File: config.mk
export PLATFORM = sky130hd
export DESIGN_NAME = magic_length_crc16_deframer_core
export DESIGN_NICKNAME = d
export VERILOG_FILES = /design/src/design/mlcdf_pkg.sv /design/src/design/magic_length_crc16_deframer_core.sv
export SDC_FILE = /design/constraint.sdc
export NUM_CORES = 1
export LEC_CHECK = 0
export BUFFER_PORTS_ARGS = -buffer_cell sky130_fd_sc_hd__buf_2
export CAP_MARGIN = 5
export CELL_PAD_IN_SITES_DETAIL_PLACEMENT = 1
export CELL_PAD_IN_SITES_GLOBAL_PLACEMENT = 1
export CORE_MARGIN = 2
export CORE_UTILIZATION = 51
export CTS_CLUSTER_SIZE = 10
export DETAILED_ROUTE_END_ITERATION = 12
export MAX_ROUTING_LAYER = met4
export PLACE_DENSITY_LB_ADDON = 0.1
export REMOVE_ABC_BUFFERS = 1
export SLEW_MARGIN = 20
export SYNTH_ARGS = -nofsm -noshare
export SYNTH_HDL_FRONTEND = slang
export SYNTH_SLANG_ARGS = --single-unit
File: constraint.sdc
create_clock -name clk -period 8.4 [get_ports clk]
set_input_delay 1.68 -clock clk [delete_from_list [all_inputs] [get_ports clk]]
set_output_delay 1.68 -clock clk [all_outputs]
set_load 0.02 [all_outputs]
File: src/design/mlcdf_pkg.sv
`default_nettype none
package mlcdf_pkg;

  // phase codes
  localparam logic [2:0] PH_HUNT       = 3'd0;
  localparam logic [2:0] PH_HEADER     = 3'd1;
  localparam logic [2:0] PH_PAYLOAD    = 3'd2;
  localparam logic [2:0] PH_CRC_FIRST  = 3'd3;
  localparam logic [2:0] PH_CRC_SECOND = 3'd4;

  // configuration register indexes
  localparam logic REG_MAGIC  = 1'b0;
  localparam logic REG_ENDIAN = 1'b1;

  // status codes
  localparam logic [1:0] ST_PAYLOAD  = 2'd0;
  localparam logic [1:0] ST_GOOD     = 2'd1;
  localparam logic [1:0] ST_MISMATCH = 2'd2;

  localparam logic [15:0] CRC_INIT = 16'hFFFF;
  localparam logic [15:0] CRC_POLY = 16'h1021;

  localparam logic [15:0] MAGIC_RESET  = 16'hAA55;
  localparam logic        ENDIAN_RESET = 1'b1;

  localparam int unsigned WIN_BYTES = 8;

  typedef logic [8*WIN_BYTES-1:0] window_t;

  // CRC-16-CCITT, MSB first, one byte
  function automatic logic [15:0] crc_byte(input logic [15:0] crc_in, input logic [7:0] b);
    logic [15:0] c;
    c = crc_in ^ {b, 8'h00};
    for (int i = 0; i < 8; i++) begin
      if (c[15]) begin
        c = {c[14:0], 1'b0} ^ CRC_POLY;
      end else begin
        c = {c[14:0], 1'b0};
      end
    end
    return c;
  endfunction

  // join two bytes in arrival order into a 16-bit field
  function automatic logic [15:0] pair16(input logic be, input logic [7:0] first,
                                         input logic [7:0] second);
    return be ? {first, second} : {second, first};
  endfunction

endpackage
`default_nettype wire

File: src/design/magic_length_crc16_deframer_core.sv
`default_nettype none
// Byte-stream deframer: hunts for the 16-bit magic word, reads a 4-byte length and a
// 2-byte type, streams each payload byte out with the frame type and closes the frame
// with one status request carrying the computed and received CRC-16-CCITT. One byte is
// taken every clock cycle: all work for a byte is a single combinational pass from the
// state registers into the state and the result register, so a request appears on the
// cycle after its byte is taken. The only stall comes from the result register: while it
// holds a request that has not been taken, rx_ready drops, whether or not the next byte
// would yield a request. A bad length (below 4 or above MAX_FRAME_LEN) rescans the six
// header bytes after the magic, this byte included, for the magic in the same cycle.
// No clearing pass is needed after reset. Configuration is written through cfg_we,
// cfg_index (0 magic word, 1 byte order) and cfg_data.
module magic_length_crc16_deframer_core #(
  parameter int unsigned MAX_FRAME_LEN = 1024
) (
  input  wire logic        clk,
  input  wire logic        rst,

  input  wire logic        cfg_we,
  input  wire logic        cfg_index,
  input  wire logic [15:0] cfg_data,

  input  wire logic        rx_valid,
  output logic             rx_ready,
  input  wire logic [7:0]  rx_byte,

  output logic             res_valid,
  input  wire logic        res_ready,
  output logic [7:0]       out_byte,
  output logic [15:0]      frame_type,
  output logic [1:0]       status,
  output logic             end_of_frame,
  output logic [15:0]      computed_crc,
  output logic [15:0]      received_crc
);

  logic [15:0] magic_word;
  logic        big_endian;

  logic [2:0]              phase, phase_next;
  mlcdf_pkg::window_t      held, held_next;
  logic [3:0]              held_count, held_count_next;
  logic [15:0]             bytes_left, bytes_left_next;
  logic [15:0]             current_type, current_type_next;
  logic [15:0]             running_crc, running_crc_next;
  logic [7:0]              first_crc_byte, first_crc_byte_next;

  logic        accept;
  logic        emit;
  logic [7:0]  r_byte;
  logic [1:0]  r_status;
  logic        r_end;
  logic [15:0] r_ccrc;
  logic [15:0] r_rcrc;

  mlcdf_pkg::window_t win;
  logic [15:0] len_hi, len_lo, rx_crc, bl_dec, hdr_type;
  logic [31:0] len;
  logic [4:0]  match;
  logic [2:0]  sel;
  logic [5:0]  shamt;

  assign rx_ready = !res_valid || res_ready;
  assign accept   = rx_valid && rx_ready;

  always_comb begin
    phase_next          = phase;
    held_next           = held;
    held_count_next     = held_count;
    bytes_left_next     = bytes_left;
    current_type_next   = current_type;
    running_crc_next    = running_crc;
    first_crc_byte_next = first_crc_byte;
    emit     = 1'b0;
    r_byte   = 8'h00;
    r_status = mlcdf_pkg::ST_PAYLOAD;
    r_end    = 1'b0;
    r_ccrc   = 16'h0000;
    r_rcrc   = 16'h0000;

    // header window as it stands once this byte is placed
    win = held;
    win[8*(mlcdf_pkg::WIN_BYTES-1) +: 8] = rx_byte;
    len_hi = mlcdf_pkg::pair16(big_endian, win[23:16], win[31:24]);
    len_lo = mlcdf_pkg::pair16(big_endian, win[39:32], win[47:40]);
    len    = big_endian ? {len_hi, len_lo} : {len_lo, len_hi};
    hdr_type = mlcdf_pkg::pair16(big_endian, win[55:48], win[63:56]);
    for (int i = 0; i < 5; i++) begin
      match[i] = (mlcdf_pkg::pair16(big_endian, win[8*(i+2) +: 8], win[8*(i+3) +: 8])
                  == magic_word);
    end
    sel = 3'd0;
    for (int i = 4; i >= 0; i--) begin
      if (match[i]) sel = 3'(i);
    end
    shamt = {sel + 3'd2, 3'b000};

    rx_crc = mlcdf_pkg::pair16(big_endian, first_crc_byte, rx_byte);
    bl_dec = bytes_left - 16'd1;

    case (phase)
      mlcdf_pkg::PH_PAYLOAD: begin
        running_crc_next = mlcdf_pkg::crc_byte(running_crc, rx_byte);
        emit   = 1'b1;
        r_byte = rx_byte;
        bytes_left_next = bl_dec;
        if (bl_dec == 16'd0) phase_next = mlcdf_pkg::PH_CRC_FIRST;
      end
      mlcdf_pkg::PH_CRC_FIRST: begin
        first_crc_byte_next = rx_byte;
        phase_next = mlcdf_pkg::PH_CRC_SECOND;
      end
      mlcdf_pkg::PH_CRC_SECOND: begin
        emit     = 1'b1;
        r_status = (rx_crc == running_crc) ? mlcdf_pkg::ST_GOOD : mlcdf_pkg::ST_MISMATCH;
        r_end    = 1'b1;
        r_ccrc   = running_crc;
        r_rcrc   = rx_crc;
        phase_next      = mlcdf_pkg::PH_HUNT;
        held_count_next = 4'd0;
      end
      mlcdf_pkg::PH_HUNT: begin
        if (held_count == 4'd1 &&
            mlcdf_pkg::pair16(big_endian, held[7:0], rx_byte) == magic_word) begin
          held_next[15:8] = rx_byte;
          held_count_next = 4'd2;
          phase_next      = mlcdf_pkg::PH_HEADER;
        end else begin
          held_next[7:0]  = rx_byte;
          held_count_next = 4'd1;
        end
      end
      mlcdf_pkg::PH_HEADER: begin
        if (held_count == 4'd7) begin
          if (len < 32'd4 || len > 32'(MAX_FRAME_LEN)) begin
            // drop the magic and search the rest of the window again
            if (match != 5'd0) begin
              held_next       = win >> shamt;
              held_count_next = 4'd6 - {1'b0, sel};
              phase_next      = mlcdf_pkg::PH_HEADER;
            end else begin
              held_next[7:0]  = rx_byte;
              held_count_next = 4'd1;
              phase_next      = mlcdf_pkg::PH_HUNT;
            end
          end else begin
            current_type_next = hdr_type;
            running_crc_next  = mlcdf_pkg::crc_byte(
                                  mlcdf_pkg::crc_byte(mlcdf_pkg::CRC_INIT, hdr_type[7:0]),
                                  hdr_type[15:8]);
            bytes_left_next   = len[15:0] - 16'd4;
            held_count_next   = 4'd0;
            phase_next = (len[15:0] == 16'd4) ? mlcdf_pkg::PH_CRC_FIRST
                                              : mlcdf_pkg::PH_PAYLOAD;
          end
        end else if (held_count < 4'd8) begin
          held_next[8*held_count[2:0] +: 8] = rx_byte;
          held_count_next = held_count + 4'd1;
        end
      end
      default: begin
        phase_next      = mlcdf_pkg::PH_HUNT;
        held_next[7:0]  = rx_byte;
        held_count_next = 4'd1;
      end
    endcase
  end

  always_ff @(posedge clk) begin
    if (rst) begin
      magic_word     <= mlcdf_pkg::MAGIC_RESET;
      big_endian     <= mlcdf_pkg::ENDIAN_RESET;
      phase          <= mlcdf_pkg::PH_HUNT;
      held           <= '0;
      held_count     <= 4'd0;
      bytes_left     <= 16'd0;
      current_type   <= 16'd0;
      running_crc    <= mlcdf_pkg::CRC_INIT;
      first_crc_byte <= 8'd0;
    end else begin
      if (cfg_we) begin
        case (cfg_index)
          mlcdf_pkg::REG_MAGIC:  magic_word <= cfg_data;
          mlcdf_pkg::REG_ENDIAN: big_endian <= cfg_data[0];
          default: ;
        endcase
      end
      if (accept) begin
        phase          <= phase_next;
        held           <= held_next;
        held_count     <= held_count_next;
        bytes_left     <= bytes_left_next;
        current_type   <= current_type_next;
        running_crc    <= running_crc_next;
        first_crc_byte <= first_crc_byte_next;
      end
    end
  end

  // result register: load a new request, or drop the one just taken
  always_ff @(posedge clk) begin
    if (rst) begin
      res_valid <= 1'b0;
    end else if (accept && emit) begin
      res_valid <= 1'b1;
    end else if (res_ready) begin
      res_valid <= 1'b0;
    end
  end

  always_ff @(posedge clk) begin
    if (accept && emit) begin
      out_byte     <= r_byte;
      frame_type   <= current_type;
      status       <= r_status;
      end_of_frame <= r_end;
      computed_crc <= r_ccrc;
      received_crc <= r_rcrc;
    end
  end

endmodule
`default_nettype wire
After elaboration in Yosys (flattened, before gate mapping) --
Cells that the tools add are included.
Operators by class: reduce and logical (&&, ||, !) cells 26, shift-type cells 3, add/subtract/negate cells 6, $lt $le $gt $ge 3, equality and inequality tests 24, bitwise gates (word level) 31, mux-type cells 123
Operator list (count):
- $mux W16 | 63
- $mux W13 | 24
- $mux W64 | 3
- $eq A16 B16 Y1 | 7
- $not A3 Y3 | 24
- $bwmux W64 | 1
- $pmux W16 S2 | 2
- $shift A8 B34 Y64 const A | 1
- $shiftx A8 B34 Y64 | 1
- $shr A64 B6 Y64 | 1
- $mux W56 | 1
- $neg A6 Y34 | 1
- $gt A32 B11 Y1 const B | 1
- $lt A32 B3 Y1 const B | 1
- $mux W32 | 1
- $xor A16 B16 Y16 | 2
- $mux W3 | 9
- $mux W8 | 3
- $pmux W8 S3 | 1
- $eq A16 B3 Y1 const B | 1
- $logic_not A16 Y1 | 1
- $mux W4 | 4
- $not A16 Y16 | 1
- $pmux W4 S4 | 1
- other kinds (32) | 61
Storage, ports and cells: input port bits 30, flip-flop bits (word level) 204, word-level logic and storage cells 234, output and inout port bits 61

Logic depth before layout (Yosys ltp) --
depth after elaboration 83, depth in mapped cells 19, mapped depth without buffers 15

Least setup slack after synthesis --
No wires, ideal clock.
kind input to register, from input port res_ready, to register computed_crc[0] (enable), data arrival time 4990 ps, buffers on the path 0, setup slack 2915 ps, stages on the path 3, data required time 7905 ps, library setup time 495 ps, cells stage by stage nand2b_1 > nand2_1 > a21oi_1
On the way: cells in the longest elaborated chain, start to end 3
RTL lines:
- from (decl) | line magic_length_crc16_deframer_core.sv:28 | input wire logic res_ready,
- $logic_or A1 B1 Y1 | line magic_length_crc16_deframer_core.sv:63 | assign rx_ready = !res_valid || res_ready;
- $logic_and A1 B1 Y1 | line magic_length_crc16_deframer_core.sv:64 | assign accept = rx_valid && rx_ready;
- $logic_and A1 B1 Y1 | line magic_length_crc16_deframer_core.sv:212 | if (accept && emit) begin
- to (signal assigned) | line magic_length_crc16_deframer_core.sv:217 | computed_crc <= r_ccrc;
- to (decl) | line magic_length_crc16_deframer_core.sv:33 | output logic [15:0] computed_crc,
No other way between the ends. A chain may end at the register's enable or synchronous reset.

Final worst setup path --
from input port rx_byte[0], to register held[12]
On the way: cells in the longest elaborated chain, start to end 13, elaborated cells between the ends (all ways) 23, classes of those cells 1 x add/sub; 4 x eq/ne; 2 x shift; 13 x mux; 3 x reduce/logical
RTL lines:
- from (decl) | line magic_length_crc16_deframer_core.sv:25 | input wire logic [7:0] rx_byte,
- $mux W16 | line mlcdf_pkg.sv:47 | return be ? {first, second} : {second, first};
- $eq A16 B16 Y1 | line magic_length_crc16_deframer_core.sv:90 | == magic_word);
- $mux W3 (5 in series) | line magic_length_crc16_deframer_core.sv:94 | if (match[i]) sel = 3'(i);
- $add A3 B2 Y3 | line magic_length_crc16_deframer_core.sv:96 | shamt = {sel + 3'd2, 3'b000};
- $shr A64 B6 Y64 | line magic_length_crc16_deframer_core.sv:138 | held_next = win >> shamt;
- $mux W56 | line magic_length_crc16_deframer_core.sv:137 | if (match != 5'd0) begin
- $mux W64 | line magic_length_crc16_deframer_core.sv:135 | if (len < 32'd4 || len > 32'(MAX_FRAME_LEN)) begin
- $mux W64 | line magic_length_crc16_deframer_core.sv:134 | if (held_count == 4'd7) begin
- $pmux W8 S2 | line magic_length_crc16_deframer_core.sv:101 | case (phase)
- to (signal assigned) | line magic_length_crc16_deframer_core.sv:190 | held <= held_next;
- to (decl) | line magic_length_crc16_deframer_core.sv:41 | mlcdf_pkg::window_t held, held_next;
Several ways; a longest one is shown, not always the timed one. The select of a mux whose other input is x is not followed.

==> results.sh <==
export IMPL_status="complete, no violations"
export IMPL_cts_root_buf="clkbuf_16"
export IMPL_post_drt_wl_per_cell_um=26.05
export IMPL_antenna_found_initial=0
export IMPL_internal_power_mw=1.521
export IMPL_layout_commonest_cell="nand2_1"
export IMPL_grt_first_pass_wirelength_um=82670
export IMPL_row_count=61
export IMPL_async_reset_ff_share_pct=0
export IMPL_hold_depth=0
export IMPL_tightestPinTransition_ns=1.214
export IMPL_wl_um=54710
export IMPL_htreeDepth=4
export IMPL_first_global_vias=13740
export IMPL_start_util_pct=51.72
export IMPL_timing_slew_headroom_pct=18.01
export IMPL_placed_area_mm2=0.01478
export IMPL_final_layout_size_suffix_gt1_share_pct=10.86
export IMPL_critPathKind="in2reg"
export IMPL_synth_flop_cell="dfxtp_1"
export IMPL_portBuffers=90
export IMPL_cts_setup_buffers=0
export IMPL_crit_required_ns=8.81
export IMPL_whs_ns=0.4414
export IMPL_cts_sinks=196
export IMPL_gp_congestion=1.030
export IMPL_ys_types=82
export IMPL_seq_power_share_pct=47.1
export IMPL_power_leakage_nw=6.005
export IMPL_p_sw_mw=0.6094
export IMPL_dr_pass1_iters=5
export IMPL_fin_crit_sh_pct=71.47
export IMPL_finalNonFillerCells=2100
export IMPL_ir_worst_vdd_mv=0.1313
export IMPL_n_antenna_cell=0
export IMPL_synth_edf_count=59
export IMPL_finalHoldViolCount=0
export IMPL_worstReg2RegEnd="held[12]$_SDFFE_PP0P_"
export IMPL_finalSetupTns_ns=0
export IMPL_place_ws_ns=2.010
export IMPL_synth_area_per_cell_um2=8.234
export IMPL_finalSetupViolCount=0
export IMPL_gr_total_overflow=0
export IMPL_synthCells=1745
export IMPL_vias=14050
export IMPL_min_from="current_type[5]$_SDFFE_PP0P_"
export IMPL_dieWidth_um=171.9
export IMPL_fin_area_mm2=0.01541
export IMPL_grt_max_degree=86
export IMPL_core_area_mm2=0.02778
export IMPL_yosys_warnings=0
export IMPL_end_kind="flip-flop"
export IMPL_ant_nets=0
export IMPL_cts_made_buffers=17
export IMPL_track_usage_pct=38.31
export IMPL_r2r_slack_ns=2.43
export IMPL_r2r_cells=16
export IMPL_skew_ns=0.01367
export IMPL_cap_violations=0
export IMPL_rsz0062_at_grt="no"
export IMPL_power_frac_clock_pct=41.4
export IMPL_hp_class="reg2reg"
export IMPL_dp_hpwl_um=38390
export IMPL_drcViolationCount=0
export IMPL_netlist_area_mm2=0.01437
export IMPL_fin_nets=1751
export IMPL_insertion_delay_ns=0.47
export IMPL_switching_share_pct=28.60
export IMPL_drt_initial_drc_count=1282
export IMPL_critPathMaxFanout=23
export IMPL_yosys_register_bits=196
export IMPL_clk_pin_slew_ns=0.08
export IMPL_finalMaxSlewViolations=0
export IMPL_fillerInstances=3367
export IMPL_routed_via_density=6.689
export IMPL_dp_cells=2068
export IMPL_post_route_util_pct=55.45
export IMPL_p_per_area_mw_per_mm2=138.3
export IMPL_r2r_start="big_endian$_SDFFE_PP1P_"
export IMPL_yosysSeqAreaShare_pct=31.42
export IMPL_hold_end="frame_type[5]$_DFFE_PP_"
export IMPL_combPwrFrac_pct=11.5
export IMPL_layout_common_cells="nand2_1 (170), nor2_1 (162), dfxtp_1 (136)"
export IMPL_power_mw=2.131
export IMPL_cts_path_max_buffers=2
export IMPL_cts_tree="yes"
export IMPL_die_y_um=171.9
export IMPL_num_io_pins=91
export IMPL_finalCriticalPeriod_ns=6.003
export IMPL_postCtsHoldBufs=0
export IMPL_cts_resized=0
export IMPL_arrival_ns=6.41
export IMPL_setup_slack_ns=2.397
export IMPL_design_die_area_mm2=0.02953
export IMPL_fmax_mhz=166.6
export IMPL_syn2layout_area_growth_pct=7.219
export IMPL_worstSetupStartpointType="input port"
-- per-layer routing --
layer  up-vias  GRT usage [%]  routed length (µm)
met5         -              -                   0
met4         0          19.36                2802
met3       171          6.157                3797
met2       581          59.54               25060
met1      6931          48.42               23050
li1       6364              -                   -
-- critical path, stage by stage --
cell and delay [ns]:
buf_2 0.48, mux2i_1 0.38, xor2_1 0.24, nand4_1 0.12, nor4_1 0.27, and4_1 0.40
inv_1 0.12, nor2_1 0.13, ha_1 0.60, clkinv_1 0.22, and3_1 0.20, o31ai_1 0.22
and4_1 0.36, nand4_1 0.15, nor2_1 0.53, a221o_1 0.28
-- cell usage after synthesis (7+ instances only) --
cell	instances	area, µm²
nor4_1	24	150.1
o221ai_1	7	61.31
o211ai_1	20	150.1
o21ai_1	13	65.06
o21ai_0	95	475.5
a22o_1	8	70.07
xor2_1	51	446.7
a22oi_1	26	195.2
nand4_1	12	75.07
a211oi_1	31	232.7
or3_1	8	50.05
inv_1	15	56.30
o31ai_1	7	52.55
dfxtp_1	137	2743
nand2b_1	28	175.2
and2_1	12	75.07
buf_1	16	60.06
a31oi_1	8	50.05
a21o_1	8	60.06
nor3_1	35	175.2
buf_6	8	90.09
nand3_1	46	230.2
o2111ai_1	20	175.2
nand2_1	170	638.1
buf_2	20	100.1
o311ai_0	24	210.2
mux2_2	7	78.83
nor4bb_1	54	540.5
nor2b_1	20	125.1
a32o_1	10	100.1
and3_1	22	137.6
ha_1	12	150.1
edfxtp_1	59	1772
nor2_1	162	608.1
xnor2_1	76	665.6
nor3b_1	7	52.55
a221oi_1	10	87.58
a21oi_1	95	475.5
mux2i_1	128	1281
a221o_1	13	130.1
clkbuf_1	129	484.2
-- worst max-delay path by stage --
stage,startpoint,to,slack (ns),depth (start not counted)
floorplan,big_endian$_SDFFE_PP1P_,held[10]$_SDFFE_PP0P_,-0.47,15
global placement,rx_byte[0],held[10]$_SDFFE_PP0P_,2.34,16
detailed placement,rx_byte[0],held[13]$_SDFFE_PP0P_,2.01,16
CTS,rx_byte[0],held[12]$_SDFFE_PP0P_,2.48,16
global route,big_endian$_SDFFE_PP1P_,held[12]$_SDFFE_PP0P_,1.94,16
finish,rx_byte[0],held[12]$_SDFFE_PP0P_,2.40,16
-- logic make-up after synthesis --
| group | synth area share [%] |
|---|---|
| simple gates | 22.74 |
| compound gates | 21.43 |
| buf+inv | 6.087 |
| flops | 31.42 |
| mux | 9.544 |
| xor+xnor | 7.741 |
| fa+ha+maj | 1.045 |
-- cell type report --
class	instances	area, µm²	area share (%)
Clock buffer	18	429.2	2.786
Clock inverter	14	193.9	1.259
Inverter	18	67.56	0.4386
Multi-Input combinational cell	1350	8991	58.36
Sequential cell	196	4518	29.33
Tap cell	378	473.0	3.070
Timing Repair Buffer	126	733.2	4.759
-- registers in the layout, indices dropped and copies added (netlist names), 8 cells and up --
signal and count:
bytes_left 16, first_crc_byte 8, running_crc 16, held 56, frame_type 16, computed_crc 16, out_byte 8, received_crc 16
current_type 16, magic_word 16
-- power by group through the flow --
| stage | Sequential (mW) | Clock [mW] | Combinational (mW) |
|---|---|---|---|
| 2_1_floorplan | 1.03 | 0 | 0.152 |
| 3_3_place_gp | 1.02 | 0 | 0.233 |
| 3_5_place_dp | 1.03 | 0 | 0.239 |
| 4_1_cts | 1.00 | 0.891 | 0.241 |
| 5_1_grt | 1.01 | 0.925 | 0.263 |
| 6_report | 1.00 | 0.882 | 0.244 |
Note: power is estimated with default switching activity, not from simulation.
